**config.mk**
```make
export PLATFORM = sky130hd
export DESIGN_NAME = primitive_to_triangle_assembly_unit_flat
export DESIGN_NICKNAME = d
export VERILOG_FILES = /design/src/hw/rtl/pta_pkg.sv /design/src/hw/rtl/pta_if.sv /design/src/hw/rtl/primitive_to_triangle_assembly_unit.sv /design/src/hw/rtl/pta_front.sv /design/src/hw/rtl/pta_queue.sv /design/src/hw/rtl/pta_back.sv /design/src/flat_wrapper.sv
export SDC_FILE = /design/constraint.sdc
export NUM_CORES = 1
export LEC_CHECK = 0
export ABC_CLOCK_PERIOD_IN_PS = 6600
export BUFFER_PORTS_ARGS = -buffer_cell sky130_fd_sc_hd__buf_4
export CAP_MARGIN = 20
export CORE_MARGIN = 3
export CORE_UTILIZATION = 40
export CTS_CLUSTER_SIZE = 24
export DETAILED_ROUTE_END_ITERATION = 8
export MAX_ROUTING_LAYER = met4
export PLACE_DENSITY_LB_ADDON = 0.25
export REMOVE_ABC_BUFFERS = 1
export SLEW_MARGIN = 30
export SYNTH_ARGS = -nofsm -noshare
export SYNTH_HDL_FRONTEND = slang
export SYNTH_SLANG_ARGS = --single-unit
```
**constraint.sdc**
```tcl
create_clock -name clk -period 6.6 [get_ports clk]
set_input_delay 0.99 -clock clk [delete_from_list [all_inputs] [get_ports clk]]
set_output_delay 0.99 -clock clk [all_outputs]
set_load 0.03 [all_outputs]
```
**src/hw/rtl/pta_pkg.sv**
```systemverilog
`default_nettype none
package pta_pkg;

  // Fixed widths of the channel fields.
  localparam int IDX_W  = 32;
  localparam int MODE_W = 2;
  localparam int SLOT_W = 2;

  // Default internal index width and the depth of the job queue.
  localparam int INDEX_BITS_DEFAULT = 32;
  localparam int QUEUE_DEPTH        = 2;

  // Item kinds.
  localparam logic ITEM_MARKER = 1'b0;
  localparam logic ITEM_VERTEX = 1'b1;

  // Primitive modes; MODE_NONE doubles as the unrecognized marker code.
  localparam logic [MODE_W-1:0] MODE_TRI  = 2'd0;
  localparam logic [MODE_W-1:0] MODE_QUAD = 2'd1;
  localparam logic [MODE_W-1:0] MODE_POLY = 2'd2;
  localparam logic [MODE_W-1:0] MODE_NONE = 2'd3;

  // Highest corner slot of a triple, also the highest position within a job.
  localparam logic [SLOT_W-1:0] SLOT_LAST = 2'd2;

  // Corner count at which quads close and polygons start fanning.
  localparam logic [1:0] CORNERS_FULL = 2'd3;

endpackage
`default_nettype wire

```
**src/hw/rtl/pta_if.sv**
```systemverilog
`default_nettype none
interface pta_in_if;
  logic                            valid;
  logic                            ready;
  logic                            item_kind;
  logic [pta_pkg::MODE_W-1:0]      prim_mode;
  logic [pta_pkg::IDX_W-1:0]       vertex_index;

  modport source (output valid, item_kind, prim_mode, vertex_index, input ready);
  modport sink   (input valid, item_kind, prim_mode, vertex_index, output ready);
endinterface

interface pta_out_if;
  logic                            valid;
  logic                            ready;
  logic [pta_pkg::IDX_W-1:0]       tri_index;
  logic [pta_pkg::SLOT_W-1:0]      corner_slot;
  logic                            last_of_run;

  modport source (output valid, tri_index, corner_slot, last_of_run, input ready);
  modport sink   (input valid, tri_index, corner_slot, last_of_run, output ready);
endinterface
`default_nettype wire

```
**src/hw/rtl/primitive_to_triangle_assembly_unit.sv**
```systemverilog
`default_nettype none
// A vertex's first index reaches the result channel via the job queue and the output register.
// One index is sent per cycle while out_ch is ready, set by the single output register; a vertex
// that passes through sends one index, a quad close or fan step three; markers send none.
// Reset (rst, synchronous, active high): no mode selected, corner count, stored vertices and
// the corner slot cleared, job queue and output register empty.
module primitive_to_triangle_assembly_unit #(
  parameter int INDEX_BITS = pta_pkg::INDEX_BITS_DEFAULT
) (
  input  wire logic  clk,
  input  wire logic  rst,
  pta_in_if.sink     in_ch,
  pta_out_if.source  out_ch
);

  // A job is the set of indices one vertex causes: a flag that tells one
  // index from three, and three index slots in emission order.
  localparam int JOB_W = 3 * INDEX_BITS + 1;

  logic                    front_valid;
  logic                    front_ready;
  logic                    front_triple;
  logic [3*INDEX_BITS-1:0] front_idx;

  logic                    back_valid;
  logic                    back_pop;
  logic [JOB_W-1:0]        back_job;

  // The front end keeps the mode, the corner count and the first and last
  // vertex, and decides which indices a vertex emits. It stalls only when
  // the job queue is full.
  pta_front #(
    .INDEX_BITS (INDEX_BITS)
  ) u_front (
    .clk        (clk),
    .rst        (rst),
    .in_ch      (in_ch),
    .job_valid  (front_valid),
    .job_ready  (front_ready),
    .job_triple (front_triple),
    .job_idx    (front_idx)
  );

  // The queue lets the front end keep taking items while the back end is
  // still sending the three indices of a quad close or a fan step.
  pta_queue #(
    .WIDTH (JOB_W),
    .DEPTH (pta_pkg::QUEUE_DEPTH)
  ) u_queue (
    .clk        (clk),
    .rst        (rst),
    .push       (front_valid),
    .push_ready (front_ready),
    .push_data  ({front_triple, front_idx}),
    .pop_valid  (back_valid),
    .pop        (back_pop),
    .pop_data   (back_job)
  );

  // The back end sends each index of the head job in turn, tags it with the
  // slot of the running stream and marks the last index of the job.
  pta_back #(
    .INDEX_BITS (INDEX_BITS)
  ) u_back (
    .clk        (clk),
    .rst        (rst),
    .job_valid  (back_valid),
    .job_pop    (back_pop),
    .job_triple (back_job[JOB_W-1]),
    .job_idx    (back_job[JOB_W-2:0]),
    .out_ch     (out_ch)
  );

endmodule
`default_nettype wire

```
**src/hw/rtl/pta_front.sv**
```systemverilog
`default_nettype none
// Classifies input items, tracks the primitive state and turns each vertex
// into a job of one or three indices for the back end.
module pta_front #(
  parameter int INDEX_BITS = pta_pkg::INDEX_BITS_DEFAULT
) (
  input  wire logic                      clk,
  input  wire logic                      rst,
  pta_in_if.sink                         in_ch,
  output logic                           job_valid,
  input  wire logic                      job_ready,
  output logic                           job_triple,
  output logic [3*INDEX_BITS-1:0]        job_idx
);

  logic [pta_pkg::MODE_W-1:0] mode;
  logic [1:0]                 corners;
  logic [INDEX_BITS-1:0]      first_vertex;
  logic [INDEX_BITS-1:0]      last_vertex;

  logic [INDEX_BITS-1:0]      v;
  logic                       accept;
  logic                       is_vertex;
  logic                       full_corners;

  assign in_ch.ready  = job_ready;
  assign accept       = in_ch.valid && in_ch.ready;
  assign is_vertex    = in_ch.item_kind == pta_pkg::ITEM_VERTEX;
  assign v            = in_ch.vertex_index[INDEX_BITS-1:0];
  assign full_corners = corners == pta_pkg::CORNERS_FULL;

  // A job is pushed for every vertex that arrives under a recognized mode.
  assign job_valid  = accept && is_vertex && (mode != pta_pkg::MODE_NONE);
  assign job_triple = (mode != pta_pkg::MODE_TRI) && full_corners;

  always_comb begin
    if (!job_triple) begin
      job_idx = {v, v, v};
    end else if (mode == pta_pkg::MODE_QUAD) begin
      job_idx = {first_vertex, v, last_vertex};
    end else begin
      job_idx = {v, last_vertex, first_vertex};
    end
  end

  always_ff @(posedge clk) begin
    if (rst) begin
      mode         <= pta_pkg::MODE_NONE;
      corners      <= 2'd0;
      first_vertex <= '0;
      last_vertex  <= '0;
    end else if (accept) begin
      if (!is_vertex) begin
        if (in_ch.prim_mode != pta_pkg::MODE_NONE) begin
          mode <= in_ch.prim_mode;
        end
        corners <= 2'd0;
      end else if (mode == pta_pkg::MODE_QUAD || mode == pta_pkg::MODE_POLY) begin
        last_vertex <= v;
        if (!full_corners) begin
          if (corners == 2'd0) begin
            first_vertex <= v;
          end
          corners <= corners + 2'd1;
        end else if (mode == pta_pkg::MODE_QUAD) begin
          corners <= 2'd0;
        end
      end
    end
  end

endmodule
`default_nettype wire

```
**src/hw/rtl/pta_queue.sv**
```systemverilog
`default_nettype none
// Small register queue that decouples the front end from the back end.
module pta_queue #(
  parameter int WIDTH = 8,
  parameter int DEPTH = pta_pkg::QUEUE_DEPTH
) (
  input  wire logic             clk,
  input  wire logic             rst,
  input  wire logic             push,
  output logic                  push_ready,
  input  wire logic [WIDTH-1:0] push_data,
  output logic                  pop_valid,
  input  wire logic             pop,
  output logic [WIDTH-1:0]      pop_data
);

  localparam int PTR_W = (DEPTH > 1) ? $clog2(DEPTH) : 1;
  localparam int CNT_W = $clog2(DEPTH + 1);
  localparam logic [PTR_W-1:0] PTR_MAX = PTR_W'(DEPTH - 1);
  localparam logic [CNT_W-1:0] CNT_MAX = CNT_W'(DEPTH);

  logic [WIDTH-1:0] entries [DEPTH];
  logic [PTR_W-1:0] wr_ptr;
  logic [PTR_W-1:0] rd_ptr;
  logic [CNT_W-1:0] count;

  logic do_push;
  logic do_pop;

  assign push_ready = count != CNT_MAX;
  assign pop_valid  = count != '0;
  assign pop_data   = entries[rd_ptr];
  assign do_push    = push && push_ready;
  assign do_pop     = pop && pop_valid;

  always_ff @(posedge clk) begin
    if (do_push) begin
      entries[wr_ptr] <= push_data;
    end
  end

  always_ff @(posedge clk) begin
    if (rst) begin
      wr_ptr <= '0;
      rd_ptr <= '0;
      count  <= '0;
    end else begin
      if (do_push) begin
        wr_ptr <= (wr_ptr == PTR_MAX) ? '0 : wr_ptr + PTR_W'(1);
      end
      if (do_pop) begin
        rd_ptr <= (rd_ptr == PTR_MAX) ? '0 : rd_ptr + PTR_W'(1);
      end
      if (do_push && !do_pop) begin
        count <= count + CNT_W'(1);
      end else if (do_pop && !do_push) begin
        count <= count - CNT_W'(1);
      end
    end
  end

endmodule
`default_nettype wire

```
**src/hw/rtl/pta_back.sv**
```systemverilog
`default_nettype none
// Sends the head job of the queue, one index per cycle while out_ch is
// ready, through the output register, keeping the running corner slot.
module pta_back #(
  parameter int INDEX_BITS = pta_pkg::INDEX_BITS_DEFAULT
) (
  input  wire logic                      clk,
  input  wire logic                      rst,
  input  wire logic                      job_valid,
  output logic                           job_pop,
  input  wire logic                      job_triple,
  input  wire logic [3*INDEX_BITS-1:0]   job_idx,
  pta_out_if.source                      out_ch
);

  localparam int IW = pta_pkg::IDX_W;
  localparam int SW = pta_pkg::SLOT_W;

  logic [SW-1:0]         pos;
  logic [SW-1:0]         slot;
  logic                  out_valid;
  logic [INDEX_BITS-1:0] out_index;
  logic [SW-1:0]         out_slot;
  logic                  out_last;

  logic                  load;
  logic                  is_last;
  logic [INDEX_BITS-1:0] sel_index;

  assign load    = job_valid && (!out_valid || out_ch.ready);
  assign is_last = !job_triple || (pos == pta_pkg::SLOT_LAST);
  assign job_pop = load && is_last;

  always_comb begin
    case (pos)
      2'd0:    sel_index = job_idx[INDEX_BITS-1:0];
      2'd1:    sel_index = job_idx[2*INDEX_BITS-1:INDEX_BITS];
      default: sel_index = job_idx[3*INDEX_BITS-1:2*INDEX_BITS];
    endcase
  end

  always_ff @(posedge clk) begin
    if (rst) begin
      pos       <= '0;
      slot      <= '0;
      out_valid <= 1'b0;
    end else begin
      if (load) begin
        out_valid <= 1'b1;
        pos       <= is_last ? '0 : pos + SW'(1);
        slot      <= (slot == pta_pkg::SLOT_LAST) ? '0 : slot + SW'(1);
      end else if (out_ch.ready) begin
        out_valid <= 1'b0;
      end
    end
  end

  always_ff @(posedge clk) begin
    if (load) begin
      out_index <= sel_index;
      out_slot  <= slot;
      out_last  <= is_last;
    end
  end

  assign out_ch.valid       = out_valid;
  assign out_ch.tri_index   = IW'(out_index);
  assign out_ch.corner_slot = out_slot;
  assign out_ch.last_of_run = out_last;

endmodule
`default_nettype wire

```
**src/flat_wrapper.sv**
```systemverilog
// flat-port wrapper written by rule: the top's interface ports become plain ports
module primitive_to_triangle_assembly_unit_flat 
#(
  parameter int INDEX_BITS = pta_pkg::INDEX_BITS_DEFAULT
)
  (clk, rst, in_ch_valid, in_ch_item_kind, in_ch_prim_mode, in_ch_vertex_index, in_ch_ready, out_ch_valid, out_ch_tri_index, out_ch_corner_slot, out_ch_last_of_run, out_ch_ready);
  pta_in_if in_ch_i ();
  pta_out_if out_ch_i ();
  input  wire logic clk;
  input  wire logic rst;
  input wire logic [$bits(in_ch_i.valid)-1:0] in_ch_valid;
  input wire logic [$bits(in_ch_i.item_kind)-1:0] in_ch_item_kind;
  input wire logic [$bits(in_ch_i.prim_mode)-1:0] in_ch_prim_mode;
  input wire logic [$bits(in_ch_i.vertex_index)-1:0] in_ch_vertex_index;
  output wire logic [$bits(in_ch_i.ready)-1:0] in_ch_ready;
  output wire logic [$bits(out_ch_i.valid)-1:0] out_ch_valid;
  output wire logic [$bits(out_ch_i.tri_index)-1:0] out_ch_tri_index;
  output wire logic [$bits(out_ch_i.corner_slot)-1:0] out_ch_corner_slot;
  output wire logic [$bits(out_ch_i.last_of_run)-1:0] out_ch_last_of_run;
  input wire logic [$bits(out_ch_i.ready)-1:0] out_ch_ready;
  assign in_ch_i.valid = in_ch_valid;
  assign in_ch_i.item_kind = in_ch_item_kind;
  assign in_ch_i.prim_mode = in_ch_prim_mode;
  assign in_ch_i.vertex_index = in_ch_vertex_index;
  assign in_ch_ready = in_ch_i.ready;
  assign out_ch_valid = out_ch_i.valid;
  assign out_ch_tri_index = out_ch_i.tri_index;
  assign out_ch_corner_slot = out_ch_i.corner_slot;
  assign out_ch_last_of_run = out_ch_i.last_of_run;
  assign out_ch_i.ready = out_ch_ready;
  primitive_to_triangle_assembly_unit #(.INDEX_BITS(INDEX_BITS)) u_core (.clk(clk), .rst(rst), .in_ch(in_ch_i), .out_ch(out_ch_i));
endmodule
```
==> After elaboration in Yosys (flattened, before gate mapping) <==
Memory sizes are Yosys's and may differ from the RTL's. A register that Yosys moved wholly into a read port is not among the register bits.
Index checks and enable logic that the tools add are counted.
{ "word_totals": {"ff_bits": 112, "ramBits": 194, "inputBits": 39, "word_cells": 80, "n_memories": 1} }
{ "op_classes": {"n_addsub": 7, "eq_ne": 11, "n_mux": 19, "bitwise_logic": 2, "reduce_logical": 27} }
{ "memory_table": {"columns": ["memory", "depth", "width", "read_ports", "rd_ports_with_merged_regs", "wr", "line_no", "source"], "rows": [
  ["u_core.u_queue.entries", 2, 97, 1, 1, 1, "pta_queue.sv:22", "logic [WIDTH-1:0] entries [DEPTH];"]
]} }
{ "ops": {"columns": ["operator", "count"], "rows": [
  ["2-to-1 mux 96 bit", 2],
  ["case mux 32 bit (2 select lines)", 1],
  ["2-to-1 mux 2 bit", 8],
  ["logical AND 1 bit", 10],
  ["AND reduction 3 bit", 3],
  ["adder 2 x 1 -> 2 bit, second input constant", 4],
  ["equality test 2 bit, second input constant", 4],
  ["2-to-1 mux 1 bit", 8],
  ["nonzero test 2 bit", 4],
  ["!= test 2 bit, second input constant", 3],
  ["AND reduction 5 bit", 1],
  ["equality test 2 x 1 -> 1 bit, second input constant", 2],
  ["zero test 1 bit", 4],
  ["zero test 2 bit", 2],
  ["logical OR 1 bit", 3],
  ["!= test 3 x 2 -> 1 bit, second input constant", 1],
  ["adder 1 bit, second input constant", 2],
  ["!= test 2 x 1 -> 1 bit, second input constant", 1],
  ["NOT 1 bit", 2],
  ["subtractor 2 x 1 -> 2 bit, second input constant", 1]
]} }

==> Longest topological paths before layout <==
Gate-level depths: netlist of run 1.
{ "logic_depth": {"ltp_word": 9, "depth_mapped": 8} }

==> Hierarchy <==
A second synthesis of run 1 with hierarchy kept.
{ "unflattened": {"cells_unflattened": 994, "hier_area_um2": 13585.5} }
{ "modules_own_cells": {"columns": ["module", "instances", "cells_each", "area_each_um2", "seq_area_each_um2"], "rows": [
  ["pta_queue", 1, 326, 7339.5, 5925.7],
  ["pta_front", 1, 494, 4408.0, 1361.3],
  ["pta_back", 1, 174, 1838.0, 1151.1]
]} }

==> Worst setup path before layout of run 1 <==
OpenSTA, ideal clock, no wires.
{ "synth_path": {"kind": "input port to flip-flop", "startpoint": "input in_ch_valid", "endpoint": "memory u_core.u_queue.entries[0][0] (netlist name), enable pin", "setup_ps": 554, "arrival_time_ps": 5224, "slack_ps": 822, "stages": 2, "path_buffers": 0, "cell_sequence": "nand4b_1 -> nor2_1"} }
{ "synth_via": {"elab_chain_len": 6} }
{ "synth_lines": {"columns": ["element", "line_no", "source"], "rows": [
  ["start: declaration", "flat_wrapper.sv:11", "input wire logic [$bits(in_ch_i.valid)-1:0] in_ch_valid;"],
  ["logical AND 1 bit", "pta_front.sv:27", "assign accept = in_ch.valid && in_ch.ready;"],
  ["logical AND 1 bit (2 in series)", "pta_front.sv:33", "assign job_valid = accept && is_vertex && (mode != pta_pkg::MODE_NONE);"],
  ["logical AND 1 bit", "pta_queue.sv:33", "assign do_push = push && push_ready;"],
  ["2-to-1 mux 1 bit", "pta_queue.sv:37", "if (do_push) begin"],
  ["2-to-1 mux 1 bit (not written as such)", "pta_queue.sv:38", "entries[wr_ptr] <= push_data;"],
  ["end: declaration", "pta_queue.sv:22", null]
]} }
No other way between the ends.

==> Worst setup path in the final report of run 1 <==
{ "layout_path": {"startpoint": "register u_core.u_back.pos[1]", "endpoint": "register u_core.u_back.out_index[15] (netlist: u_core.u_back.out_ch.tri_index[15]), data pin"} }
{ "layout_via": {"elab_chain_len": 2, "word_cells_on_any_way": 3, "classes_between": "eq/ne (1); mux (1); reduce/logical (1)"} }
{ "layout_lines": {"columns": ["element", "line_no", "source"], "rows": [
  ["start: declaration", "pta_back.sv:19", "logic [SW-1:0] pos;"],
  ["start signal: assignment", "pta_back.sv:50", "pos <= is_last ? '0 : pos + SW'(1);"],
  ["equality test 2 x 1 -> 1 bit / zero test 2 bit (equally long branches)", "pta_back.sv:35", "case (pos)"],
  ["case mux 32 bit (2 select lines) *", "pta_back.sv:35", null],
  ["via u_core.u_back.sel_index[15]", "pta_back.sv:28", "logic [INDEX_BITS-1:0] sel_index;"],
  ["end signal: assignment", "pta_back.sv:60", "out_index <= sel_index;"],
  ["end: declaration", "pta_back.sv:22", "logic [INDEX_BITS-1:0] out_index;"]
]} }
Mark *: on every way through the listed nets, which the timed path passes. The rest lies on a longest branch.
A chain may end at the register's enable or synchronous reset.

==> results_dict.tcl, run 1 <==
set metrics [dict create \
    post_cts_resized 0 \
    clk_path_buf_depth 3 \
    total_of_flip_flops_plus_latches_after_synthesis 307 \
    grt_pass1_wl_um 42150 \
    post_synth_fa_ha_maj_area_fraction_pct 0.9053 \
    final-setup-viol-count 0 \
    power.internal_mw 3.945 \
    largest_family_of_logic_cells_by_synthesized_area "compound AO/OA/AOI/OAI gates" \
    clock_latency_ps 500 \
    initial_antenna_violation_count 1 \
    largest_vdd_supply_drop_uv 304.3 \
    place.gp.congestion 0.7222 \
    clk_pin_slew_worst_paths_ps 60 \
    die_h_um 182.3 \
    part_of_the_yosys_area_used_for_sequential_elements_pct 67.83 \
    synthesis.yosys.warnings 0 \
    track_usage_pct 16.62 \
    placement_rows 63 \
    die_area_um2 33250 \
    min_path_type "reg2reg" \
    total_iterations_of_the_first_detailed_routing_run 5 \
    detail-route-antenna-nets 0 \
    power.share.switching_pct 29.96 \
    clock_skew_after_layout_ps 8.513 \
    grt_setup_unrepaired "false" \
    r2r_start "u_core.u_back.pos[1]" \
    drv_cap 0 \
    worst_path_largest_cell_delay_ps 760 \
    htree_levels 2 \
    setup.worst_path.end_class "flop" \
    outcome "complete, no violations" \
    ys_types 36 \
    power.density_cell_area_nw_per_um2 387.8 \
    startpoint_type "flop" \
    routed_wire_length_per_instance_um 18.69 \
    min_period_over_period_pct 43.61 \
    synth_most_common_cell "sky130_fd_sc_hd__edfxtp_1" \
    cp_cell_sequence "inv_1, ha_2, buf_4, nor2_4, buf_4, a211oi_1, a31oi_1" \
    layout.nets 1074 \
    route.detailed.vias_per_inst 5.304 \
    worst-path-buf-inv 3 \
    synth.mux.area_fraction_pct 8.540 \
    final_critical_path_setup_slack_ps 3722 \
    post_cts_buffers 0 \
    cts_sinks 307 \
    num-fill-cells 2696 \
    drive_above_1_share_pct 20.82 \
    path_class "reg2reg" \
    syn-cell-area_um2 12440 \
    final-hold-violation-count 0 \
    post_synth_and_or_nand_nor_area_fraction_pct 7.483 \
    r2r_end "u_core.u_back.out_ch.tri_index[15]" \
    floorplan.initialDensity_pct 41.31 \
    postSynth.asyncResetShare_pct 0 \
    cp_common_cell "sky130_fd_sc_hd__buf_4" \
    power.switching_mw 1.688 \
    critPathRequiredTime_ps 6920 \
    netlist_instances 968 \
    count_of_flip_flops_with_a_built_in_enable_after_synthesis 229 \
    clockPowerShare_pct 34.0 \
    worst-path-max-fanout 65 \
    slew_headroom_pct 38.56 \
    period_needed_ps 2878 \
    crit_arrival_ps 3200 \
    finalWirelength_um 26970 \
    synth-xor-area-share_pct 0.2816 \
    drc 0 \
    register_to_register_setup_slack_ps 3720 \
    crit_slowest_cell "sky130_fd_sc_hd__nor2_4" \
    worstRegToRegCells 7 \
    syn-mean-instance-area_um2 12.85 \
    dieWidth_um 182.3 \
    power_frac_seq_pct 42.7 \
    clock.fmax_ghz 0.3474 \
    netlist_top_cells_count "229 x sky130_fd_sc_hd__edfxtp_1, 199 x sky130_fd_sc_hd__nand2_1, 78 x sky130_fd_sc_hd__dfxtp_1, 72 x sky130_fd_sc_hd__a21oi_1, 64 x sky130_fd_sc_hd__mux2_2" \
    io_buf_count 75 \
    worst-slew-pin-transition_ps 921.6 \
    drt_iter0_markers 495 \
    netlist.area_leader.share_pct 55.28 \
    hold_slack_ps 464.1 \
    first_global_vias 7624 \
    cts_tree "done" \
    critical-path-top-delay-family "buffers and inverters" \
    post-dp-hpwl_um 13870 \
    clk_root_buffer_cell "sky130_fd_sc_hd__clkbuf_16" \
    grt_start_max_net_pins 83 \
    min-delay-start "u_core.u_front.first_vertex[25]" \
    hold-path-cell-count 2 \
    whs_endpoint "u_core.u_front.first_vertex[25]" \
    power.share.combinational_pct 23.3 \
    dpl_worst_slack_ps 3368 \
    finalMaxSlewViolations 0 \
    vias 7654 \
    postCtsHoldBufs 0 \
    cts-buffers-inserted 34 \
    yosysTopAreaCell "sky130_fd_sc_hd__edfxtp_1" \
    finish.utilization_pct 48.23 \
    design.portCount 76 \
    overflow 0 \
    syn2layout_area_growth_pct 16.76 \
    overall_power_after_layout_mw 5.633 \
    power_leakage_nw 4.943 \
    synth.area.top_cells "sky130_fd_sc_hd__edfxtp_1 55%, sky130_fd_sc_hd__dfxtp_1 13%, sky130_fd_sc_hd__nand2_1 6.0%, sky130_fd_sc_hd__mux2_2 5.8%, sky130_fd_sc_hd__a21oi_1 2.9%" \
    tns_ps 0 \
    core_area_um2 30110 \
    postSynth.topFlopCell "sky130_fd_sc_hd__edfxtp_1" \
    synth_compound_gate_area_share_pct 12.30 \
]
-- layout make-up --
cell class	count	area [um^2]	share of cell area [%]
Multi-Input combinational cell	581	3714	25.57
Antenna cell	1	2.502	0.01723
Tap cell	390	488.0	3.360
Sequential cell	307	8439	58.11
Inverter	13	51.30	0.3532
Clock inverter	14	122.6	0.8442
Timing Repair Buffer	89	668.1	4.600
Clock buffer	48	1039	7.150
-- logic make-up after synthesis --
family / count (synthesis)
flops: 307
fa+ha+maj: 9
simple gates: 231
compound gates: 239
xor+xnor: 4
buf+inv: 80
mux: 98
-- placed cells by master (no fill, tap or decap), drive strengths merged, types with 3 or more instances in the layout --
cell type / n
a21oi: 72
ha: 9
a22oi: 31
nand2: 199
mux2i: 33
or3: 6
mux2: 65
nand2b: 4
a22o: 31
edfxtp: 229
xor2: 4
nand3: 3
buf: 89
nor2: 11
clkinv: 10
clkbuf: 48
o21ai: 36
a31oi: 31
a211oi: 31
dfxtp: 78
inv: 14
-- sequential cells by signal, indices dropped and copies added (netlist names), named ones only --
| name | cells |
|---|---|
| u_core.u_back.out_ch.valid | 1 |
| u_core.u_queue.rd_ptr | 1 |
| u_core.u_queue.wr_ptr | 1 |
| u_core.u_back.out_ch.tri_index | 32 |
| u_core.u_back.pos | 2 |
| u_core.u_front.corners | 2 |
| u_core.u_front.first_vertex | 32 |
| u_core.u_back.out_ch.last_of_run | 1 |
| u_core.u_front.last_vertex | 32 |
| u_core.u_back.slot | 2 |
| u_core.u_queue.entries | 194 |
| u_core.u_back.out_ch.corner_slot | 2 |
| u_core.u_front.mode | 2 |
| u_core.u_queue.count | 2 |
-- routing by layer --
metal	track usage (%)	part of all wire, %
met4	3.900	1.7
met5	-	0
met2	27.45	49
met3	2.870	5.0
met1	21.62	45
-- through the flow --
stage,area [um^2],cells
6_report,14520,1443
5_1_grt,14520,1443
4_1_cts,14520,1442
3_5_place_dp,13360,1380
3_3_place_gp,13360,1380
2_1_floorplan,12160,901
-- worst max path at each step --
stage | startpoint | end | slack, ps | depth (start not counted)
6_report | u_core.u_back.pos[1] | u_core.u_back.out_ch.tri_index[15] | 3720 | 7
5_1_grt | u_core.u_back.pos[0] | u_core.u_back.out_ch.tri_index[15] | 3480 | 7
4_1_cts | u_core.u_back.pos[0] | u_core.u_back.out_ch.tri_index[1] | 3720 | 7
3_5_place_dp | in_ch_item_kind | u_core.u_queue.entries[1][89] | 3370 | 5
3_3_place_gp | in_ch_item_kind | u_core.u_queue.entries[1][89] | 3400 | 5
2_1_floorplan | in_ch_valid | u_core.u_queue.entries[0][0] | 820 | 2
-- power groups by stage --
stage / clock network (mW) / registers [mW] / logic, mW
floorplan: 0 / 2.70 / 0.591
global placement: 0 / 2.45 / 1.31
CTS: 1.95 / 2.41 / 1.33
finish: 1.91 / 2.41 / 1.31
detailed placement: 0 / 2.45 / 1.33
global route: 2.04 / 2.43 / 1.42
-- worst reg2reg max path: stages (launching register included) --
cell and delay (ps):
sky130_fd_sc_hd__dfxtp_1 350, sky130_fd_sc_hd__inv_1 80, sky130_fd_sc_hd__ha_2 170, sky130_fd_sc_hd__buf_4 360
sky130_fd_sc_hd__nor2_4 780, sky130_fd_sc_hd__buf_4 540, sky130_fd_sc_hd__a211oi_1 170, sky130_fd_sc_hd__a31oi_1 250
No activity file was read; power rests on OpenSTA's default activity.
==> run 2: changes to the inputs <==
ABC_AREA = 1   (was default)
ABC_CLOCK_PERIOD_IN_PS = 2930   (was 6600)
clock period = 2.93 ns   (was 6.6 ns; I/O delays follow)
==> results_dict.tcl, run 2 <==
set metrics [dict create \
    final_common_cell "sky130_fd_sc_hd__edfxtp_1" \
    startpoint_type "flop" \
    htree_levels 2 \
    synth.area.top_cells "sky130_fd_sc_hd__edfxtp_1 53%, sky130_fd_sc_hd__dfxtp_1 12%, sky130_fd_sc_hd__nor2_1 5.1%, sky130_fd_sc_hd__nand2_1 4.5%, sky130_fd_sc_hd__o21ai_0 3.1%" \
    die_area_um2 34650 \
    flip_flop_count_of_the_largest_register_after_layout 194 \
    final-setup-viol-count 0 \
    netlist.area_leader.share_pct 52.98 \
    grt_start_max_net_pins 97 \
    post_synth_fa_ha_maj_area_fraction_pct 0.8676 \
    first_global_vias 8749 \
    power.density_cell_area_nw_per_um2 838.1 \
    syn2layout_area_growth_pct 15.49 \
    total_iterations_of_the_first_detailed_routing_run 7 \
    cts_tree "done" \
    drive_above_1_share_pct 17.62 \
    outcome "complete, no violations" \
    netlist_instances 1195 \
    layer_with_the_highest_usage "met2" \
    groute.layer.met1.usage_pct 23.17 \
    drc 0 \
    worst-path-max-fanout 56 \
    route.detailed.vias_per_inst 5.218 \
    hold-path-cell-count 3 \
    grt_pass1_wl_um 47530 \
    detail-route-antenna-nets 0 \
    clk_path_buf_depth 3 \
    mostFrequentLayoutCells "229 x sky130_fd_sc_hd__edfxtp_1, 175 x sky130_fd_sc_hd__nor2_1, 153 x sky130_fd_sc_hd__nand2_1, 88 x sky130_fd_sc_hd__buf_4, 81 x sky130_fd_sc_hd__o21ai_0" \
    critPathRequiredTime_ps 3320 \
    insertedDiodeCount 0 \
    postCtsHoldBufs 0 \
    core_area_um2 31800 \
    count_of_flip_flops_with_a_built_in_enable_after_synthesis 229 \
    yosysTopAreaCell "sky130_fd_sc_hd__edfxtp_1" \
    syn-cell-area_um2 12980 \
    met3_usage_in_global_routing_pct 3.014 \
    finalWirelength_um 30820 \
    post-dp-hpwl_um 15330 \
    ys_types 31 \
    routed_wire_length_per_instance_um 18.07 \
    worst_path_largest_cell_delay_ps 380 \
    postSynth.topFlopCell "sky130_fd_sc_hd__edfxtp_1" \
    overflow 0 \
    min_period_over_period_pct 67.80 \
    design.portCount 76 \
    clk_root_buffer_cell "sky130_fd_sc_hd__clkbuf_16" \
    period_needed_ps 1986 \
    cts_sinks 307 \
    setup.worst_path.end_class "flop" \
    cts-buffers-inserted 34 \
    postSynth.asyncResetShare_pct 0 \
    post_synth_and_or_nand_nor_area_fraction_pct 14.47 \
    part_of_the_yosys_area_used_for_sequential_elements_pct 65.01 \
    global_route.usage.met2_pct 30.95 \
    post_cts_resized 0 \
    crit_slowest_cell "sky130_fd_sc_hd__dfxtp_1" \
    total_of_flip_flops_plus_latches_after_synthesis 307 \
    synth_compound_gate_area_share_pct 14.74 \
    final-hold-violation-count 0 \
    register_ranked_first_by_flip_flop_count "u_core.u_queue.entries" \
    netlist_top_cells_count "229 x sky130_fd_sc_hd__edfxtp_1, 178 x sky130_fd_sc_hd__nor2_1, 154 x sky130_fd_sc_hd__nand2_1, 81 x sky130_fd_sc_hd__o21ai_0, 78 x sky130_fd_sc_hd__dfxtp_1" \
    final_critical_path_setup_slack_ps 943.6 \
    floorplan.initialDensity_pct 40.82 \
    track_usage_pct 18.36 \
    placement_rows 65 \
    slew_headroom_pct 41.99 \
    synth-xor-area-share_pct 0 \
    clk_pin_slew_worst_paths_ps 60 \
    finalMaxSlewViolations 0 \
    cp_cell_sequence "inv_1, ha_1, nand3_2, nor2_4, buf_12, nand3_1, nand2_1, nor2_1" \
    clock_latency_ps 510 \
    overall_power_after_layout_mw 12.56 \
    worst-slew-pin-transition_ps 869.0 \
    die_h_um 186.1 \
    synth.mux.area_fraction_pct 0 \
    worstRegToRegCells 8 \
    drt_iter0_markers 604 \
    crit_arrival_ps 2380 \
    post_cts_buffers 0 \
    largest_vdd_supply_drop_uv 705.3 \
    drv_cap 0 \
    syn-mean-instance-area_um2 10.86 \
    clock.fmax_ghz 0.5034 \
    synth_most_common_cell "sky130_fd_sc_hd__edfxtp_1" \
    min_path_type "in2reg" \
    path_class "reg2reg" \
    grt_setup_unrepaired "false" \
    power_leakage_nw 5.122 \
    largest_family_of_logic_cells_by_synthesized_area "compound AO/OA/AOI/OAI gates" \
    clock_skew_after_layout_ps 14.86 \
    dpl_worst_slack_ps 945.1 \
    place.gp.congestion 0.7346 \
    io_buf_count 75 \
    synthesis.yosys.warnings 0 \
    vias 8902 \
    layout.nets 1293 \
    dieWidth_um 186.1 \
    initial_antenna_violation_count 0 \
]
-- run 2: changes by cell type after synthesis, sizes merged, moves of 31 or more --
cell	delta
nor2	+171
a22oi	-31
o211ai	+32
inv	+39
a31oi	-31
o221ai	+31
o21a	+32
a211oi	-31
mux2	-65
mux2i	-33
o21ai	+99
a22o	-31
nand3	+67
-- run 2: logic make-up (layout without fill, tap and decap cells) --
logic type               after synthesis  in the layout
adder cells (fa/ha/maj)                9              9
buffers and inverters                134            210
AND/OR/NAND/NOR                      442            442
flip-flops                           307            307
AO/OA/AOI/OAI                        303            303
-- run 2: critical path, delay by kind of cell (launching register included) --
family,cells,cell delay (ps)
AND/OR/NAND/NOR,5,660
flip-flops,1,380
adder cells (fa/ha/maj),1,360
buffers and inverters,2,440
-- run 2: path summary, 6_finish.rpt --
path                                                start                               to  slack, ps
worst max-delay path               u_core.u_front.mode[0]  u_core.u_front.first_vertex[18]        940
worst min-delay path                   in_ch_prim_mode[0]           u_core.u_front.mode[0]        200
worst max register to register     u_core.u_front.mode[0]  u_core.u_front.first_vertex[18]        940
worst min register to register  u_core.u_front.corners[1]        u_core.u_front.corners[1]        480
-- run 2: final cells by class --
type | instances | area (um^2)
well taps | 435 | 544.3
multi-input cells | 754 | 3951
fillers | 2930 | 16810
repair buffers | 96 | 812.0
clock inverters | 9 | 38.79
clock buffers | 53 | 1006
flip-flops and latches | 307 | 8442
inverters | 52 | 196.4
-- run 2: stage by stage --
stage	cells	instance area [um^2]	hold WS [ps]	setup TNS (ps)	util, %
finish	1706	14990	196.4	0	47.14
global route	1706	14990	182.1	0	47.14
CTS	1706	14990	177.6	0	47.14
detailed placement	1644	13950	475.3	0	43.86
global placement	1644	13940	456.9	0	43.84
floorplan	1113	12540	447.5	-687020	-
-- run 2: routing by layer --
layer / wire (um) / share of wire [%]
met1: 13720 / 45
met4: 605 / 2.0
met2: 14990 / 49
met5: 0 / 0
met3: 1508 / 4.9
-- run 2: where the power goes --
| part | leakage [nW] | internal [mW] | total [mW] | switching [mW] |
|---|---|---|---|---|
| logic | 1.90 | 0.948 | 3.04 | 2.09 |
| clock network | 0.510 | 2.36 | 3.98 | 1.62 |
| registers | 2.71 | 5.32 | 5.55 | 0.226 |
| total | 5.12 | 8.63 | 12.6 | 3.94 |
==> run 3: changes to the inputs <==
ABC_CLOCK_PERIOD_IN_PS = 2000   (was 2930)
clock period = 2 ns   (was 2.93 ns; I/O delays follow)
==> results_dict.tcl, run 3 (same netlist as run 2, synthesis figures left out) <==
set metrics [dict create \
    io_buf_count 75 \
    placement_rows 65 \
    detail-route-antenna-nets 0 \
    worst-slew-pin-transition_ps 522.9 \
    clock.fmax_ghz 0.5567 \
    clockPowerShare_pct 32.4 \
    mostFrequentLayoutCells "229 x sky130_fd_sc_hd__edfxtp_1, 175 x sky130_fd_sc_hd__nor2_1, 153 x sky130_fd_sc_hd__nand2_1, 95 x sky130_fd_sc_hd__buf_4, 81 x sky130_fd_sc_hd__o21ai_0" \
    slew_headroom_pct 65.14 \
    routed_wire_length_per_instance_um 17.74 \
    largest_vdd_supply_drop_uv 704.9 \
    clock_latency_ps 520 \
    cts_sinks 307 \
    hold_slack_ps 42.50 \
    grt_start_max_net_pins 97 \
    track_usage_pct 18.32 \
    flip_flop_count_of_the_largest_register_after_layout 194 \
    period_needed_ps 1796 \
    grt_setup_unrepaired "false" \
    drc 0 \
    startpoint_type "flop" \
    power.share.switching_pct 31.11 \
    placedCellCount 1661 \
    clk_root_buffer_cell "sky130_fd_sc_hd__clkbuf_16" \
    r2r_start "u_core.u_back.pos[0]" \
    final-setup-viol-count 0 \
    overflow 0 \
    place.gp.congestion 0.7521 \
    hold-path-cell-count 3 \
    register_to_register_setup_slack_ps 200 \
    die_area_um2 34650 \
    cp-startpoint "u_core.u_back.pos[0]" \
    critPathRequiredTime_ps 2440 \
    num-fill-cells 2851 \
    clk_path_buf_depth 3 \
    cts-buffers-inserted 35 \
    vias 8946 \
    total_iterations_of_the_first_detailed_routing_run 6 \
    power.internal_mw 12.91 \
    final_common_cell "sky130_fd_sc_hd__edfxtp_1" \
    finalWirelength_um 30600 \
    design.portCount 76 \
    route.detailed.vias_per_inst 5.186 \
    crit_arrival_ps 2230 \
    die_h_um 186.1 \
    dieWidth_um 186.1 \
    drt_iter0_markers 793 \
    whs_endpoint "u_core.u_front.mode[1]" \
    power.share.combinational_pct 24.7 \
    path_class "reg2reg" \
    r2r_end "u_core.u_queue.count[1]" \
    post_cts_resized 0 \
    min_path_type "in2reg" \
    syn2layout_area_growth_pct 18.14 \
    grt_pass1_wl_um 47910 \
    postCtsHoldBufs 0 \
    initial_antenna_violation_count 0 \
    power.switching_mw 5.830 \
    floorplan.initialDensity_pct 40.82 \
    layout.nets 1312 \
    met1_length_um 14070 \
    setup.worst_path.end_class "flop" \
    worstRegToRegCells 11 \
    power_frac_seq_pct 42.9 \
    power_leakage_nw 5.286 \
    wl_met2_um 14470 \
    min-delay-start "in_ch_prim_mode[1]" \
    cts_tree "done" \
    final_cells 1725 \
    tns_ps 0 \
    clock_skew_after_layout_ps 19.09 \
    first_global_vias 8649 \
    worst-path-max-fanout 3 \
    post_dp_cell_area_um2 14220 \
    final-hold-violation-count 0 \
    clk_pin_slew_worst_paths_ps 60 \
    core_area_um2 31800 \
    post-dp-hpwl_um 17760 \
    dr_wl_met3_um 1610 \
    htree_levels 2 \
    register_ranked_first_by_flip_flop_count "u_core.u_queue.entries" \
    outcome "complete, no violations" \
    highest_layer "met4" \
    min_period_over_period_pct 89.81 \
    drive_above_1_share_pct 19.38 \
    insertedDiodeCount 0 \
    finalMaxSlewViolations 0 \
    power.density_cell_area_nw_per_um2 1222 \
    finalInstanceArea_um2 15330 \
    drv_cap 0 \
]
==> run 3: cell count changes in the layout (fill, tap and decap cells not counted) <==
cell,previous run,this run
sky130_fd_sc_hd__bufinv_16,0,1
sky130_fd_sc_hd__clkinv_1,5,6
sky130_fd_sc_hd__clkinv_2,5,7
sky130_fd_sc_hd__buf_4,88,95
sky130_fd_sc_hd__clkinv_8,0,1
sky130_fd_sc_hd__inv_6,0,1
sky130_fd_sc_hd__buf_12,7,19
sky130_fd_sc_hd__clkinvlp_4,0,1
sky130_fd_sc_hd__clkbuf_8,2,5
sky130_fd_sc_hd__clkbuf_16,37,36
sky130_fd_sc_hd__clkbuf_1,14,6
sky130_fd_sc_hd__buf_6,1,0
==> run 3: worst max-delay path, stage by stage, from the launching register on <==
cell and delay [ps]:
sky130_fd_sc_hd__dfxtp_1 360, sky130_fd_sc_hd__inv_1 90, sky130_fd_sc_hd__ha_1 200, sky130_fd_sc_hd__nor2_1 150
sky130_fd_sc_hd__nand2_1 140, sky130_fd_sc_hd__nand2_1 110, sky130_fd_sc_hd__ha_1 250, sky130_fd_sc_hd__a21oi_1 110
sky130_fd_sc_hd__o21ai_0 120, sky130_fd_sc_hd__nand2_1 70, sky130_fd_sc_hd__nand2_1 40, sky130_fd_sc_hd__nor2_1 90
==> run 3: stage by stage <==
step	utilization, %	power [mW]	worst slack (ps)
floorplan	-	10.90	-3462
global placement	44.72	12.81	151.5
detailed placement	44.72	12.87	95.76
CTS	48.20	19.00	87.51
global route	48.22	19.68	22.92
finish	48.22	18.74	203.8
==> run 3: per-layer routing <==
metal	vias up	GRT usage (%)
met4	0	3.992
li1	4368	-
met1	4302	25.04
met2	240	29.25
met3	36	2.839
met5	-	-
==> run 3: repair_timing <==
item / in CTS / in global routing
setup buffers: 0 / 1
endpoints found under the setup margin: 0 / 31
hold endpoints to repair: 0 / 0
==> run 3: worst max path at each step <==
| stage | slack (ps) | cells after the start | endpoint |
|---|---|---|---|
| finish | 200 | 11 | u_core.u_queue.count[1] |
| global route | 20 | 11 | u_core.u_queue.count[1] |
| CTS | 90 | 7 | u_core.u_queue.entries[1][11] |
| detailed placement | 100 | 7 | u_core.u_queue.entries[1][75] |
| global placement | 150 | 7 | u_core.u_queue.entries[1][43] |
| floorplan | -3460 | 6 | u_core.u_queue.entries[1][0] |
==> run 3: area by class of cell <==
| class | count | area [um^2] | share of cell area [%] |
|---|---|---|---|
| flip-flops and latches | 307 | 8442 | 55.05 |
| multi-input cells | 754 | 3951 | 25.77 |
| repair buffers | 114 | 1094 | 7.131 |
| clock buffers | 47 | 992.2 | 6.470 |
| well taps | 435 | 544.3 | 3.549 |
| inverters | 52 | 196.4 | 1.281 |
| clock inverters | 16 | 115.1 | 0.7507 |
==> run 3: power groups by stage <==
stage | registers (mW) | clock network, mW | logic [mW]
after CTS | 8.05 | 6.24 | 4.71
after global routing | 8.13 | 6.49 | 5.07
after detailed placement | 8.17 | 0 | 4.69
after global placement | 8.16 | 0 | 4.65
after floorplan | 9.07 | 0 | 1.83
final | 8.04 | 6.08 | 4.62
